==> src/hw/rtl/psev_pkg.sv <==
package psev_pkg;

    localparam int STACK_DEPTH = 128;
    localparam int VALUE_WIDTH = 32;

    localparam int ADDR_W = $clog2(STACK_DEPTH);
    localparam int CNT_W  = $clog2(STACK_DEPTH + 1);

    localparam int QUEUE_DEPTH = 4;
    localparam int QPTR_W      = $clog2(QUEUE_DEPTH);
    localparam int QCNT_W      = $clog2(QUEUE_DEPTH + 1);

    localparam logic [7:0] CH_PLUS  = 8'h2B;
    localparam logic [7:0] CH_MINUS = 8'h2D;
    localparam logic [7:0] CH_STAR  = 8'h2A;
    localparam logic [7:0] CH_SLASH = 8'h2F;

    typedef enum logic [1:0] {
        CMD_PUSH,
        CMD_OPER,
        CMD_END
    } cmd_kind_t;

    typedef enum logic [2:0] {
        OP_ADD,
        OP_SUB,
        OP_MUL,
        OP_DIV,
        OP_BAD
    } op_t;

    typedef enum logic [2:0] {
        ST_OK        = 3'd0,
        ST_FEW       = 3'd1,
        ST_DIVZERO   = 3'd2,
        ST_UNKNOWN   = 3'd3,
        ST_MALFORMED = 3'd4
    } status_t;

    typedef struct packed {
        cmd_kind_t              kind;
        op_t                    op;
        logic [VALUE_WIDTH-1:0] value;
    } cmd_t;

endpackage

==> src/hw/rtl/psev_queue.sv <==
module psev_queue (
    input  logic           aclk,
    input  logic           aresetn,
    input  logic           wr_en,
    input  psev_pkg::cmd_t wr_cmd,
    output logic           full,
    input  logic           rd_en,
    output logic           rd_valid,
    output psev_pkg::cmd_t rd_cmd
);
    import psev_pkg::*;

    cmd_t              slot_reg [QUEUE_DEPTH];
    logic [QPTR_W-1:0] wr_ptr_reg;
    logic [QPTR_W-1:0] rd_ptr_reg;
    logic [QCNT_W-1:0] count_reg;
    logic              do_wr;
    logic              do_rd;

    assign full     = (count_reg == QCNT_W'(QUEUE_DEPTH));
    assign rd_valid = (count_reg != '0);
    assign rd_cmd   = slot_reg[rd_ptr_reg];
    assign do_wr    = wr_en && !full;
    assign do_rd    = rd_en && rd_valid;

    always_ff @(posedge aclk) begin
        if (!aresetn) begin
            wr_ptr_reg <= '0;
            rd_ptr_reg <= '0;
            count_reg  <= '0;
        end else begin
            if (do_wr) begin
                slot_reg[wr_ptr_reg] <= wr_cmd;
                wr_ptr_reg           <= wr_ptr_reg + 1'b1;
            end
            if (do_rd) begin
                rd_ptr_reg <= rd_ptr_reg + 1'b1;
            end
            unique case ({do_wr, do_rd})
                2'b10:   count_reg <= count_reg + 1'b1;
                2'b01:   count_reg <= count_reg - 1'b1;
                default: count_reg <= count_reg;
            endcase
        end
    end

endmodule

==> config.mk <==
export PLATFORM = sky130hd
export DESIGN_NAME = psev_queue
export DESIGN_NICKNAME = d
export VERILOG_FILES = /design/src/hw/rtl/psev_pkg.sv /design/src/hw/rtl/psev_queue.sv
export SDC_FILE = /design/constraint.sdc
export NUM_CORES = 1
export LEC_CHECK = 0
export BUFFER_PORTS_ARGS = -buffer_cell sky130_fd_sc_hd__buf_2
export CORE_ASPECT_RATIO = 0.6
export CORE_MARGIN = 2
export CORE_UTILIZATION = 45
export CTS_CLUSTER_DIAMETER = 120
export DETAILED_ROUTE_END_ITERATION = 16
export GPL_TIMING_DRIVEN = 0
export PLACE_DENSITY = 0.63
export SLEW_MARGIN = 20
export SYNTH_ARGS = -nofsm -noshare
export SYNTH_HDL_FRONTEND = slang
export SYNTH_SLANG_ARGS = --single-unit
==> constraint.sdc <==
create_clock -name aclk -period 6 [get_ports aclk]
set_input_delay 1.2 -clock aclk [delete_from_list [all_inputs] [get_ports aclk]]
set_output_delay 1.2 -clock aclk [all_outputs]
set_load 0.05 [all_outputs]
==> flow_metrics.py <==
metrics = {
    "status": {
        "outcome": "finished clean",
    },
    "critical_path": {
        "start_kind": "flop",
        "cp-end-kind": "output port",
        "crit_path_cell_trace": "clkbuf_2 -> buf_2 -> mux4_2 -> buf_2",
        "crit_top_cell": "buf_2",
        "critPathSlowestCell": "mux4_2",
        "critical-path-max-stage-delay_ns": 0.38,
        "cp_max_fo": 10,
        "arrival_ns": 1.95,
        "criticalPathCategory": "reg -> out",
        "required_ns": 4.80,
    },
    "cells_and_area": {
        "fin_cells": 531,
        "fill_cells": 979,
        "drive_gt1_share_pct": 43.9,
        "syn2layout_area_growth_pct": 22.7,
        "nets": 394,
        "largest_reg_flops": 148,
    },
    "drt": {
        "drtIter0Drc": 115,
        "drc": 0,
        "vias_per_cell": 5.12,
        "via_count": 2720,
        "final_antenna_net_count": 0,
        "wl_per_cell_microns": 19.3,
        "firstDrtPassIters": 4,
        "wl_microns": 10300,
    },
    "clock_tree": {
        "cts_tree": "yes",
        "insertion_delay_ns": 0.42,
        "clk_pin_slew_worst_paths_ns": 0.06,
        "holdBufCountCts": 0,
        "cts_made_buffers": 17,
        "post_cts.repair.setup_buffers": 0,
        "clock_sinks": 157,
        "clk_path_buf_depth": 2,
        "clock-root-buffer": "clkbuf_16",
        "cts_resized": 0,
        "ctsHtreeMaxLevel": 4,
    },
    "global_route": {
        "grt_pass1_vias": 2853,
        "antenna_found_initial": 2,
        "grt_pass1_wl_microns": 16100,
        "grt_max_degree": 23,
        "grt-ovfl-total": 0,
        "grt_use_total_pct": 16.1,
    },
    "synthesis": {
        "ys_ff_latch": 157,
        "synth.most_common_cell": "edfxtp_1",
        "synth_cells": 245,
        "synth.yosys.seq_area_share_pct": 78.5,
        "synth_ff_type": "edfxtp_1",
        "synth_top_area_share_pct": 75.4,
        "ys_async_sr_fraction_pct": 0,
        "synth_edf_count": 148,
        "yosys.cell_types.count": 25,
        "syn_nets": 292,
        "syn-cell-area_sq_um": 5890,
        "ys_top_cells_by_count": "edfxtp_1, mux4_2, dfxtp_1",
        "synth_largest_area_cell": "edfxtp_1",
        "avgSynthCellArea_sq_um": 24.1,
        "yosys_warnings": 0,
        "synth_area_leaders": "edfxtp_1, mux4_2, mux4_1, dfxtp_1, ha_1",
    },
    "place": {
        "port_buffers": 79,
        "place_inst": 498,
        "gp_congestion": 0.734,
        "dpl.hpwl_microns": 6400,
    },
    "sta": {
        "rsz0062_at_grt": "no",
        "tns_ns": 0,
        "worstMarginPinSlew_ns": 0.584,
        "setup_viol": 0,
        "maxSlewHeadroom_pct": 61.1,
        "fmax_mhz": 318,
        "period_share_pct": 52.4,
        "post-route-min-period_ns": 3.15,
        "report.final.slew_viol_count": 0,
        "skew_ns": 0.0136,
        "hold_viol": 0,
    },
    "die": {
        "die_h_microns": 92.6,
        "rows": 32,
        "dieWidth_microns": 152,
        "fp.dieArea_sq_um": 14100,
        "start_util_pct": 46.0,
        "io_pins": 80,
        "core_sq_um": 12800,
    },
    "pwr": {
        "powerDensity_nw_per_um2": 472,
        "peakVddDrop_mv": 0.229,
        "p_leak_nw": 2.49,
    },
    "hold_path": {
        "hp-class": "reg -> reg",
    },
    "flow_run": {
        "cap_violations": 0,
    },
}
through the flow:
step | setup WS, ns | util, % | total power, mW | instance area, sq um | hold slack (ns)
finish | 2.85 | 56.4 | 3.41 | 7230 | 0.516
global placement | 2.30 | 50.7 | 2.29 | 6500 | 0.484
detailed placement | 3.07 | 51.5 | 2.31 | 6590 | 0.502
global route | 2.77 | 56.4 | 3.54 | 7230 | 0.535
floorplan | 3.16 | - | 2.09 | 5890 | 0.468
CTS | 2.83 | 56.4 | 3.45 | 7230 | 0.519
routing by layer:
metal | global-route usage, % | share of wire (%) | vias up | wire length, microns
met1 | 22.6 | 48 | 1408 | 4910
met2 | 23.2 | 44 | 64 | 4560
met5 | 0 | 0.11 | - | 11
met4 | 5.56 | 0.93 | 2 | 95
met3 | 6.06 | 6.6 | 11 | 680
li1 | - | - | 1235 | -
kinds of logic after synthesis:
kind of cell / share of synthesized area, %
AO/OA/AOI/OAI: 0.722
AND/OR/NAND/NOR: 1.80
XOR/XNOR: 0.595
multiplexers: 14.9
buffers and inverters: 2.08
adder cells (fa/ha/maj): 1.40
flip-flops: 78.5
critical path, delay by kind of cell (launching register included):
family	cells	cell delay [ns]
buffers and inverters	3	0.84
multiplexers	1	0.38
flip-flops	1	0.30
worst paths after layout:
| kind | from | to | slack [ns] | cells past startpoint |
|---|---|---|---|---|
| setup / recovery | flop | rd_cmd[18] | 2.85 | 4 |
| setup reg to reg | count_reg[2] | count_reg[2] | 3.78 | 10 |
| hold / removal | wr_ptr_reg[1] | wr_ptr_reg[1] | 0.52 | 2 |
| hold reg to reg | wr_ptr_reg[1] | wr_ptr_reg[1] | 0.52 | 2 |
layout by cell type, fill, tap and decap left out, types with 2 or more instances in the layout:
cell	Yosys	layout
and2_1	3	3
and3_2	0	4
buf_12	3	6
buf_2	3	82
bufinv_16	0	4
clkbuf_1	1	2
clkbuf_16	0	17
clkbuf_2	2	2
clkinv_4	0	3
dfxtp_1	9	9
edfxtp_1	148	148
ha_1	5	5
inv_1	6	6
inv_6	0	3
inv_8	0	2
mux2i_1	2	2
mux4_1	7	7
mux4_2	30	30
nand2_1	5	5
nor2b_1	3	3
o21ai_0	2	2
or3_1	2	2
xnor2_1	3	3
layout make-up:
| type | instances | area (sq um) | share of cell area (%) |
|---|---|---|---|
| antenna | 1 | 2.50 | 0.0346 |
| buffer | 10 | 100 | 1.38 |
| clock buffer | 18 | 429 | 5.93 |
| clock inverter | 14 | 206 | 2.85 |
| inverter | 6 | 22.5 | 0.311 |
| multi-input combinational | 72 | 1150 | 15.9 |
| sequential | 157 | 4620 | 63.9 |
| tap | 170 | 213 | 2.94 |
| timing repair buffer | 83 | 483 | 6.68 |
power by group:
| part | internal, mW | leakage, nW | switching, mW | total [mW] |
|---|---|---|---|---|
| combinational | 0.337 | 0.762 | 0.634 | 0.971 |
| clock | 0.707 | 0.307 | 0.435 | 1.14 |
| sequential | 1.27 | 1.42 | 0.0285 | 1.30 |
Note: power is estimated with default switching activity, not from simulation.
