--- src/hw/rtl/psev_pkg.sv ---
package psev_pkg;

    localparam int STACK_DEPTH = 128;
    localparam int VALUE_WIDTH = 32;

    localparam int ADDR_W = $clog2(STACK_DEPTH);
    localparam int CNT_W  = $clog2(STACK_DEPTH + 1);

    localparam int QUEUE_DEPTH = 4;
    localparam int QPTR_W      = $clog2(QUEUE_DEPTH);
    localparam int QCNT_W      = $clog2(QUEUE_DEPTH + 1);

    localparam logic [7:0] CH_PLUS  = 8'h2B;
    localparam logic [7:0] CH_MINUS = 8'h2D;
    localparam logic [7:0] CH_STAR  = 8'h2A;
    localparam logic [7:0] CH_SLASH = 8'h2F;

    typedef enum logic [1:0] {
        CMD_PUSH,
        CMD_OPER,
        CMD_END
    } cmd_kind_t;

    typedef enum logic [2:0] {
        OP_ADD,
        OP_SUB,
        OP_MUL,
        OP_DIV,
        OP_BAD
    } op_t;

    typedef enum logic [2:0] {
        ST_OK        = 3'd0,
        ST_FEW       = 3'd1,
        ST_DIVZERO   = 3'd2,
        ST_UNKNOWN   = 3'd3,
        ST_MALFORMED = 3'd4
    } status_t;

    typedef struct packed {
        cmd_kind_t              kind;
        op_t                    op;
        logic [VALUE_WIDTH-1:0] value;
    } cmd_t;

endpackage

--- src/hw/rtl/psev_front.sv ---
module psev_front (
    input  logic               s_valid,
    output logic               s_ready,
    input  logic [1:0]         s_req_type,
    input  logic signed [31:0] s_number_value,
    input  logic [7:0]         s_operator_char,
    input  logic               q_full,
    output logic               q_wr,
    output psev_pkg::cmd_t     q_cmd
);
    import psev_pkg::*;

    typedef enum logic [1:0] {
        REQ_NUMBER,
        REQ_OPERATOR,
        REQ_END,
        REQ_UNUSED
    } req_t;

    req_t                        req;
    logic [VALUE_WIDTH+31:0]     num_ext;

    assign req     = req_t'(s_req_type);
    assign num_ext = {{VALUE_WIDTH{s_number_value[31]}}, s_number_value};
    assign s_ready = !q_full;

    // unused request type is taken and dropped here
    assign q_wr = s_valid && !q_full && (req != REQ_UNUSED);

    always_comb begin
        q_cmd.value = num_ext[VALUE_WIDTH-1:0];
        unique case (req)
            REQ_NUMBER:   q_cmd.kind = CMD_PUSH;
            REQ_OPERATOR: q_cmd.kind = CMD_OPER;
            REQ_END:      q_cmd.kind = CMD_END;
            REQ_UNUSED:   q_cmd.kind = CMD_END;
        endcase
        unique case (s_operator_char)
            CH_PLUS:  q_cmd.op = OP_ADD;
            CH_MINUS: q_cmd.op = OP_SUB;
            CH_STAR:  q_cmd.op = OP_MUL;
            CH_SLASH: q_cmd.op = OP_DIV;
            default:  q_cmd.op = OP_BAD;
        endcase
    end

endmodule

--- config.mk ---
export PLATFORM = sky130hd
export DESIGN_NAME = psev_front
export DESIGN_NICKNAME = d
export VERILOG_FILES = /design/src/hw/rtl/psev_pkg.sv /design/src/hw/rtl/psev_front.sv
export SDC_FILE = /design/constraint.sdc
export NUM_CORES = 1
export LEC_CHECK = 0
export BUFFER_PORTS_ARGS = -buffer_cell sky130_fd_sc_hd__buf_2
export CELL_PAD_IN_SITES_DETAIL_PLACEMENT = 0
export CELL_PAD_IN_SITES_GLOBAL_PLACEMENT = 1
export CORE_ASPECT_RATIO = 0.6
export CORE_MARGIN = 2
export CORE_UTILIZATION = 11
export DETAILED_ROUTE_END_ITERATION = 10
export PLACE_DENSITY = 0.86
export SLEW_MARGIN = 0
export SYNTH_ARGS = -nofsm -noshare
export SYNTH_HDL_FRONTEND = slang
export SYNTH_SLANG_ARGS = --single-unit
--- constraint.sdc ---
create_clock -name vclk -period 1.1
set_input_delay 0 -clock vclk [all_inputs]
set_output_delay 0 -clock vclk [all_outputs]
set_load 0.03 [all_outputs]
==> metrics.txt, run 1 <==
status completed; post-DP HPWL 600 um; Clk network pwr share 0; CP arrival 1.08 ns; PD cells 282 mW/mm^2; crit path launch type primary input; Leak 0.122 nW; total power 72.0 uW; share of layout cells above drive strength 1 0.688; Worst VDD drop 37.8 uV; Critical Path RT 1.10 ns; most instantiated library cell after synthesis buf_4; Residual DRC 0; worst hold margin 0.0000132 ns; clkbuf count 0; cell row count 15; fmax 0.930 GHz; Final #Nets 78; NetSw 42.3 uW; Internal 29.7 uW; Post-DP Area 248 um^2; Mapped Cells 46; Placed Cells 74; CP Max Fanout 3; GPL Wtd Cong 0.624; ranking of synthesized cells by area buf_4, or4b_4, nor4_2; post-synth top area cell buf_4; post-route insts no fill 74; antenna violations before repair 0; Final Hold Viols 0; Rel. slew slack 0.814; Via Count 197; Comb power frac 1.000; sequential power share 0; num sequential 0; first-pass GRT wire length 1.01 mm; critical path endpoint category output pin; list of most frequent post-synthesis cells buf_4, inv_1, nand2_1; Syn Area/Cell 7.18 um^2; # hold bufs at CTS 0; Antenna Nets Post-Route 0; Register Area 0 um^2; fin area 255 um^2; All-Layer GR Usage 0.0386; Post-Syn Nets 90; Tmin final 1.08 ns; Synth warnings 0; Yosys top cell area share 0.727; endpoints failing setup 0; die height 46.4 um; Cell variety after synth 12; worst-margin pin slew 0.277 ns; vias in the first global route 199; final core utilization 0.0889; Max Slew Vio Count 0; crit path kind in2out; Layout area overhead -22.7%; Starting Density 0.115; Hold Path Class in2out; post-route clock period utilization 0.977; number of max-cap violations 0; core area 0.00287 mm^2; Switching Share 0.587; DR vias/cell 2.66; GR Overflow Total 0; Synth Cell Area 330 um^2; average wire per standard cell 9.20 um; PortBufs 19; Die Width 74.7 um; sequential share of the synthesized area 0; die area 0.00347 mm^2; total iterations of the first detailed-routing run 2; ant diodes 0; Iteration-0 DRC Markers 9; largest net degree at the start of global routing 4; routed wire length 681 um; I/O Pins 83
## layout by cell type (no fill, tap or decap)
cell,instances
and3_1,1
nor3_2,1
a211o_1,1
xor2_1,1
nor4_4,1
nand2_1,2
buf_2,16
nand2b_1,1
nor2b_1,1
buf_4,3
or4b_4,1
inv_1,3
## layout make-up
class / count / area, um^2
fillers: 333 / 2620
inverters: 3 / 11.3
multi-input cells: 10 / 88.8
well taps: 42 / 52.6
repair buffers: 19 / 103
## worst max-delay path: stages
cell	delay (ns)
buf_2	0.10
or4b_4	0.56
nor4_4	0.22
buf_4	0.20
## final timing paths
kind	start	endpoint	slack [ns]	cells past startpoint
setup / recovery	s_operator_char[4]	q_cmd[33]	0.02	4
hold / removal	s_number_value[29]	q_cmd[29]	0.00001	0
## power groups by stage
stage | registers (mW) | clock network (mW) | logic (mW)
global placement | 0 | 0 | 0.0721
detailed placement | 0 | 0 | 0.0719
CTS | 0 | 0 | 0.0721
floorplan | 0 | 0 | 0.257
finish | 0 | 0 | 0.0720
global route | 0 | 0 | 0.0802
## cells by family after synthesis
group,share of synthesized area
AO/OA/AOI/OAI,0.0265
XOR/XNOR,0.0265
buffers and inverters,0.773
AND/OR/NAND/NOR,0.174
## metal layers
metal	global-route usage	vias to the layer above	wire, um
met5	0	-	0
met3	0.0766	0	218
met2	0.0319	36	252
met4	0	0	0
met1	0.0383	77	211
li1	-	84	-
## per-stage QoR
| stage | TNS [ns] | setup slack (ns) |
|---|---|---|
| after detailed placement | 0 | 0.00452 |
| after global placement | 0 | 0.0113 |
| after global routing | -0.00450 | -0.00450 |
| after CTS | 0 | 0.00315 |
| final | 0 | 0.0249 |
| after floorplan | 0 | 0.0891 |
## what timing repair did
item | 4_1_cts | 5_1_grt
gates resized for setup | 0 | 6
setup endpoints to repair | 0 | 3
setup buffers | 0 | 0
Power figures use the tool's default switching activity.
==> run 2, diff against run 1 <==
Settings changed: BUFFER_PORTS_ARGS -buffer_cell sky130_fd_sc_hd__buf_2 to default, CORE_AREA from default to 2 2 39 41, CORE_ASPECT_RATIO 0.6 to default, CORE_MARGIN 2 to default, CORE_UTILIZATION 11 to default, DIE_AREA from default to 0 0 41 43, DONT_BUFFER_PORTS from default to 1, PLACE_DENSITY 0.86 to 0.7, RECOVER_POWER from default to 100.
Clock period 1.1 ns to 0.94 ns, I/O delays scaled along.
==> run 2 against run 1 <==
  * Power fell by 41%
  * Sequential cell count did not move
  * Sequential share of layout area stayed put
  * Critical path type unchanged
  * Count of clock-buffer cells in the layout is the same
  * Setup slack gained 0.018 ns
  * Via count shrank 34%
  * Routed wire length decreased by 43%
  * Largest power group unchanged
  * Global-route usage shrank 0.27 points
  * Core utilization grew 1.2 points
  * Cell count down 55%
  * Non-clock buffer count fell by 15
  * Critical endpoint unchanged
==> metrics.txt, run 2 (synthesis gave the netlist of run 1 again) <==
final worst slack 0.0427 ns (was 0.0249 ns); post-DP HPWL 331 um (was 600 um); share of layout cells above drive strength 1 0.353 (was 0.688); Rel. slew slack 0.758 (was 0.814); total iterations of the first detailed-routing run 1 (was 2); final core utilization 0.101 (was 0.0889); most frequent cells in the layout inv_1, nand2_1, clkbuf_1 (was buf_2, inv_1, buf_4); Iteration-0 DRC Markers 0 (was 9); status completed (unchanged); clkbuf count 0 (unchanged); hold endpoint q_cmd[11] (was q_cmd[29]); GPL Wtd Cong 0.537 (was 0.624); Layout fillers 158 (was 333); first-pass GRT wire length 469 um (was 1.01 mm); WP buf/inv 1 (was 2); total negative slack 0 ns (unchanged); endpoints failing setup 0 (unchanged); fmax 1.11 GHz; worst-margin pin slew 0.365 ns (was 0.277 ns); average wire per standard cell 11.8 um (was 9.20 um); RSZ-0062 raised after global routing false; Hold Startpoint s_number_value[11] (was s_number_value[29]); die area 0.00176 mm^2 (was 0.00347 mm^2); die height 43 um (was 46.4 um); WHS Path Cells 0 (unchanged); most common cell after layout, fill and taps aside inv_1 (was buf_2); I/O Pins 83 (unchanged); routed wire length 388 um (was 681 um); All-Layer GR Usage 0.0360 (was 0.0386); Max Slew Vio Count 0 (unchanged); DR vias/cell 3.97 (was 2.66); largest net degree at the start of global routing 4 (unchanged); num sequential 0 (unchanged); Starting Density 0.239 (was 0.115); number of max-cap violations 0 (unchanged); Final #Nets 63 (was 78); # hold bufs at CTS 0 (unchanged); Slowest cell on crit path or4b_4 (unchanged); core area 0.00138 mm^2 (was 0.00287 mm^2); CP arrival 0.90 ns (was 1.08 ns); post-route clock period utilization 0.955; crit path kind in2out (unchanged); worst slack, placed -0.0265 ns (was 0.00452 ns); Residual DRC 0 (unchanged); CP Max Fanout 3 (unchanged); cell row count 14 (was 15); GR Overflow Total 0 (unchanged); area of the multi-input gates 88.8 um^2 (unchanged); Final Hold Viols 0 (unchanged); PD cells 305 mW/mm^2 (was 282 mW/mm^2); critical path endpoint category output pin (unchanged); Leak 0.0558 nW (was 0.122 nW); Tmin final 0.897 ns; PortBufs 0 (was 19); Hold Path Class in2out (unchanged); Die Width 41 um (was 74.7 um); Top delay family on crit path simple AND/OR/NAND/NOR gates (unchanged); largest stage delay on the critical path 0.55 ns (was 0.56 ns); Via Count 131 (was 197); Critical Path RT 0.94 ns (was 1.10 ns); Layout area overhead -57.6% (was -22.7%); Antenna Nets Post-Route 0 (unchanged); antenna violations before repair 0 (unchanged); worst hold margin 0.0000108 ns (was 0.0000132 ns); ant diodes 0 (unchanged); Register Area 0 um^2 (unchanged); worst-path cell chain or4b_4, nor4_2, buf_4 (was buf_2, or4b_4, nor4_4, buf_4); Post-CTS Setup Bufs 0 (unchanged); Worst VDD drop 54.5 uV (was 37.8 uV); crit path launch type primary input (unchanged); vias in the first global route 95 (was 199)
-- run 2: worst max-delay path by stage --
| stage | start | end | depth (start not counted) |
|---|---|---|---|
| floorplan | s_operator_char[4] | q_cmd[32] | 2 |
| global placement | s_operator_char[4] | q_cmd[33] | 3 |
| detailed placement | s_operator_char[4] | q_cmd[33] | 3 |
| CTS | s_operator_char[6] | q_cmd[34] | 2 |
| global route | s_operator_char[6] | q_cmd[33] | 3 |
| finish | s_operator_char[6] | q_cmd[33] | 3 |
-- run 2: metrics by stage --
step | instances | power [mW] | instance area, um^2
2_1_floorplan | 46 | 0.301 | 344
3_3_place_gp | 33 | 0.0484 | 150
3_5_place_dp | 33 | 0.0491 | 150
4_1_cts | 33 | 0.0491 | 150
5_1_grt | 33 | 0.0446 | 140
6_report | 33 | 0.0428 | 140
-- run 2: metal layers --
layer,vias to the layer above,GRT usage,wire length [um]
met5,-,0,0
met3,6,0.0524,96
met2,14,0.0313,174
li1,52,-,-
met4,0,0.0267,12
met1,59,0.0380,104
-- run 2: layout make-up --
cell class | count | area share
Inverter | 3 | 0.0804
Multi-Input combinational cell | 10 | 0.634
Tap cell | 16 | 0.143
Timing Repair Buffer | 4 | 0.143
-- run 2: power by group --
group / switching [mW] / internal [mW] / leakage (nW)
logic: 0.0297 / 0.0131 / 0.0558
clock network: 0 / 0 / 0
registers: 0 / 0 / 0
total: 0.0297 / 0.0131 / 0.0558
-- run 2: what timing repair did --
item,4_1_cts,5_1_grt
resized for setup,0,2
pin swaps,2,1
setup endpoints to repair,1,1
==> run 3, diff against run 2 <==
==> constraint.sdc (replaced) <==
create_clock -name vclk -period 0.94
set_input_delay 0.047 -clock vclk [all_inputs]
set_output_delay 0.047 -clock vclk [all_outputs]
set_load 0.03 [all_outputs]
==> run 3 against run 2 <==
  * The run now ends with negative setup slack left
  * Power rose by 4.9%
  * Largest cell class unchanged
  * Setup slack got worse by 0.16 ns
  * First-iteration DRC count did not move
  * Critical path depth did not move
  * Core utilization rose by 0.27 points
  * Cell count did not move
  * Non-clock buffer count did not move
  * Via count fell by 7.6%
  * Hold slack improved by 0.094 ns
==> metrics.txt, run 3 (synthesis gave the netlist of run 1 again) <==
Layout fillers 160 (was 158); first-pass GRT wire length 483 um (was 469 um); DR WL met3 70 um (was 96 um); RSZ-0062 raised after global routing true (was false); number of max-cap violations 0 (unchanged); Critical Path RT 0.89 ns (was 0.94 ns); fmax 0.950 GHz (was 1.11 GHz); Post-DP Area 150 um^2 (unchanged); final worst slack -0.113 ns (was 0.0427 ns); total iterations of the first detailed-routing run 1 (unchanged); Tmin final 1.05 ns (was 0.897 ns); Antenna Nets Post-Route 0 (unchanged); crit path kind in2out (unchanged); I/O Pins 83 (unchanged); DR vias/cell 3.67 (was 3.97); crit path launch type primary input (unchanged); largest net degree at the start of global routing 4 (unchanged); post-DP HPWL 332 um (was 331 um); cell row count 14 (unchanged); Final #Nets 63 (unchanged); Slowest cell on crit path or4b_4 (unchanged); GPL Wtd Cong 0.552 (was 0.537); highest metal used met4 (unchanged); worst hold margin 0.0940 ns (was 0.0000108 ns); endpoints failing setup 3 (was 0); share of layout cells above drive strength 1 0.353 (unchanged); Die Width 41 um (unchanged); failing checks negative setup slack; Starting Density 0.239 (unchanged); antenna violations before repair 0 (unchanged); GR Overflow Total 0 (unchanged); status complete, but fails checks (was completed); Final Hold Viols 0 (unchanged); ant diodes 0 (unchanged); core area 0.00138 mm^2 (unchanged); num sequential 0 (unchanged); All-Layer GR Usage 0.0350 (was 0.0360); M1 WL 107 um (was 104 um); CP Max Fanout 3 (unchanged); vias in the first global route 100 (was 95); worst slack, placed -0.120 ns (was -0.0265 ns); Rel. slew slack 0.760 (was 0.758); most frequent cells in the layout inv_1, nand2_1, buf_4, clkbuf_1 (was inv_1, nand2_1, clkbuf_1); sequential power share 0 (about the same); # hold bufs at CTS 0 (unchanged); post-route clock period utilization 1.12 (was 0.955); Register Area 0 um^2 (unchanged); critical path endpoint category output pin (unchanged); clkbuf count 0 (unchanged); Comb power frac 1.000 (about the same); Layout area overhead -56.4% (was -57.6%); final core utilization 0.104 (was 0.101); Switching Share 0.705 (was 0.694); Leak 0.0562 nW (was 0.0558 nW); Residual DRC 0 (unchanged); NetSw 31.7 uW (was 29.7 uW); largest stage delay on the critical path 0.55 ns (about the same); Worst VDD drop 60.1 uV (was 54.5 uV); PD cells 312 mW/mm^2 (was 305 mW/mm^2); post-route insts no fill 33 (unchanged); metal2 WL 182 um (was 174 um); PortBufs 0 (unchanged); routed wire length 377 um (was 388 um); Max Slew Vio Count 0 (unchanged); Hold Path Class in2out (unchanged); fin area 144 um^2 (was 140 um^2); Clk network pwr share 0 (about the same); worst-margin pin slew 0.362 ns (was 0.365 ns); average wire per standard cell 11.4 um (was 11.8 um); worst-path cell chain or4b_4, nor4_4, buf_4 (was or4b_4, nor4_2, buf_4); Placed Cells 33 (unchanged); Iteration-0 DRC Markers 0 (unchanged); die area 0.00176 mm^2 (unchanged); die height 43 um (unchanged); CP arrival 1.01 ns (was 0.90 ns); WHS Path Cells 0 (unchanged); Post-CTS Setup Bufs 0 (unchanged); Internal 13.2 uW (was 13.1 uW); Via Count 121 (was 131); most common cell after layout, fill and taps aside inv_1 (unchanged)
==> run 3: cell counts in the layout (fill, tap and decap cells not counted) <==
No cell type changed its count.
==> run 3: path summary, 6_finish.rpt <==
path,from,to
min,s_number_value[11],q_cmd[11]
max,s_operator_char[6],q_cmd[33]
==> run 3: what timing repair did <==
| item | in CTS | in global routing |
|---|---|---|
| endpoints found under the setup margin | 3 | 3 |
| hold endpoints to repair | 0 | 0 |
| gates resized for setup | 0 | 1 |
| cloned | 0 | 0 |
| pin swaps | 2 | 1 |
==> run 3: power groups by stage <==
| stage | clock network, mW | registers, mW | logic (mW) |
|---|---|---|---|
| after floorplan | 0 | 0 | 0.301 |
| after global placement | 0 | 0 | 0.0489 |
| after detailed placement | 0 | 0 | 0.0489 |
| after CTS | 0 | 0 | 0.0490 |
| after global routing | 0 | 0 | 0.0486 |
| final | 0 | 0 | 0.0449 |
==> run 3: final cells by class <==
type / count / area, um^2 / area share
inverter: 3 / 11.3 / 0.0783
tap: 16 / 20.0 / 0.139
timing repair buffer: 4 / 22.5 / 0.157
multi-input combinational: 10 / 90.1 / 0.626
==> run 3: layer usage <==
metal  GRT usage  vias to the layer above
met4      0.0267                        0
met3      0.0262                        8
met5           0                        -
li1            -                       52
met1      0.0411                       53
met2      0.0406                        8
==> run 3: critical path: cells and delay by family <==
family / cells / cell delay, ns
and+or+nand+nor: 2 / 0.76
buffers and inverters: 1 / 0.19
==> run 3: stage by stage <==
stage	power (mW)	TNS, ns
finish	0.0449	-0.246
global route	0.0486	-0.341
CTS	0.0490	-0.211
detailed placement	0.0489	-0.261
global placement	0.0489	-0.236
floorplan	0.301	-0.387
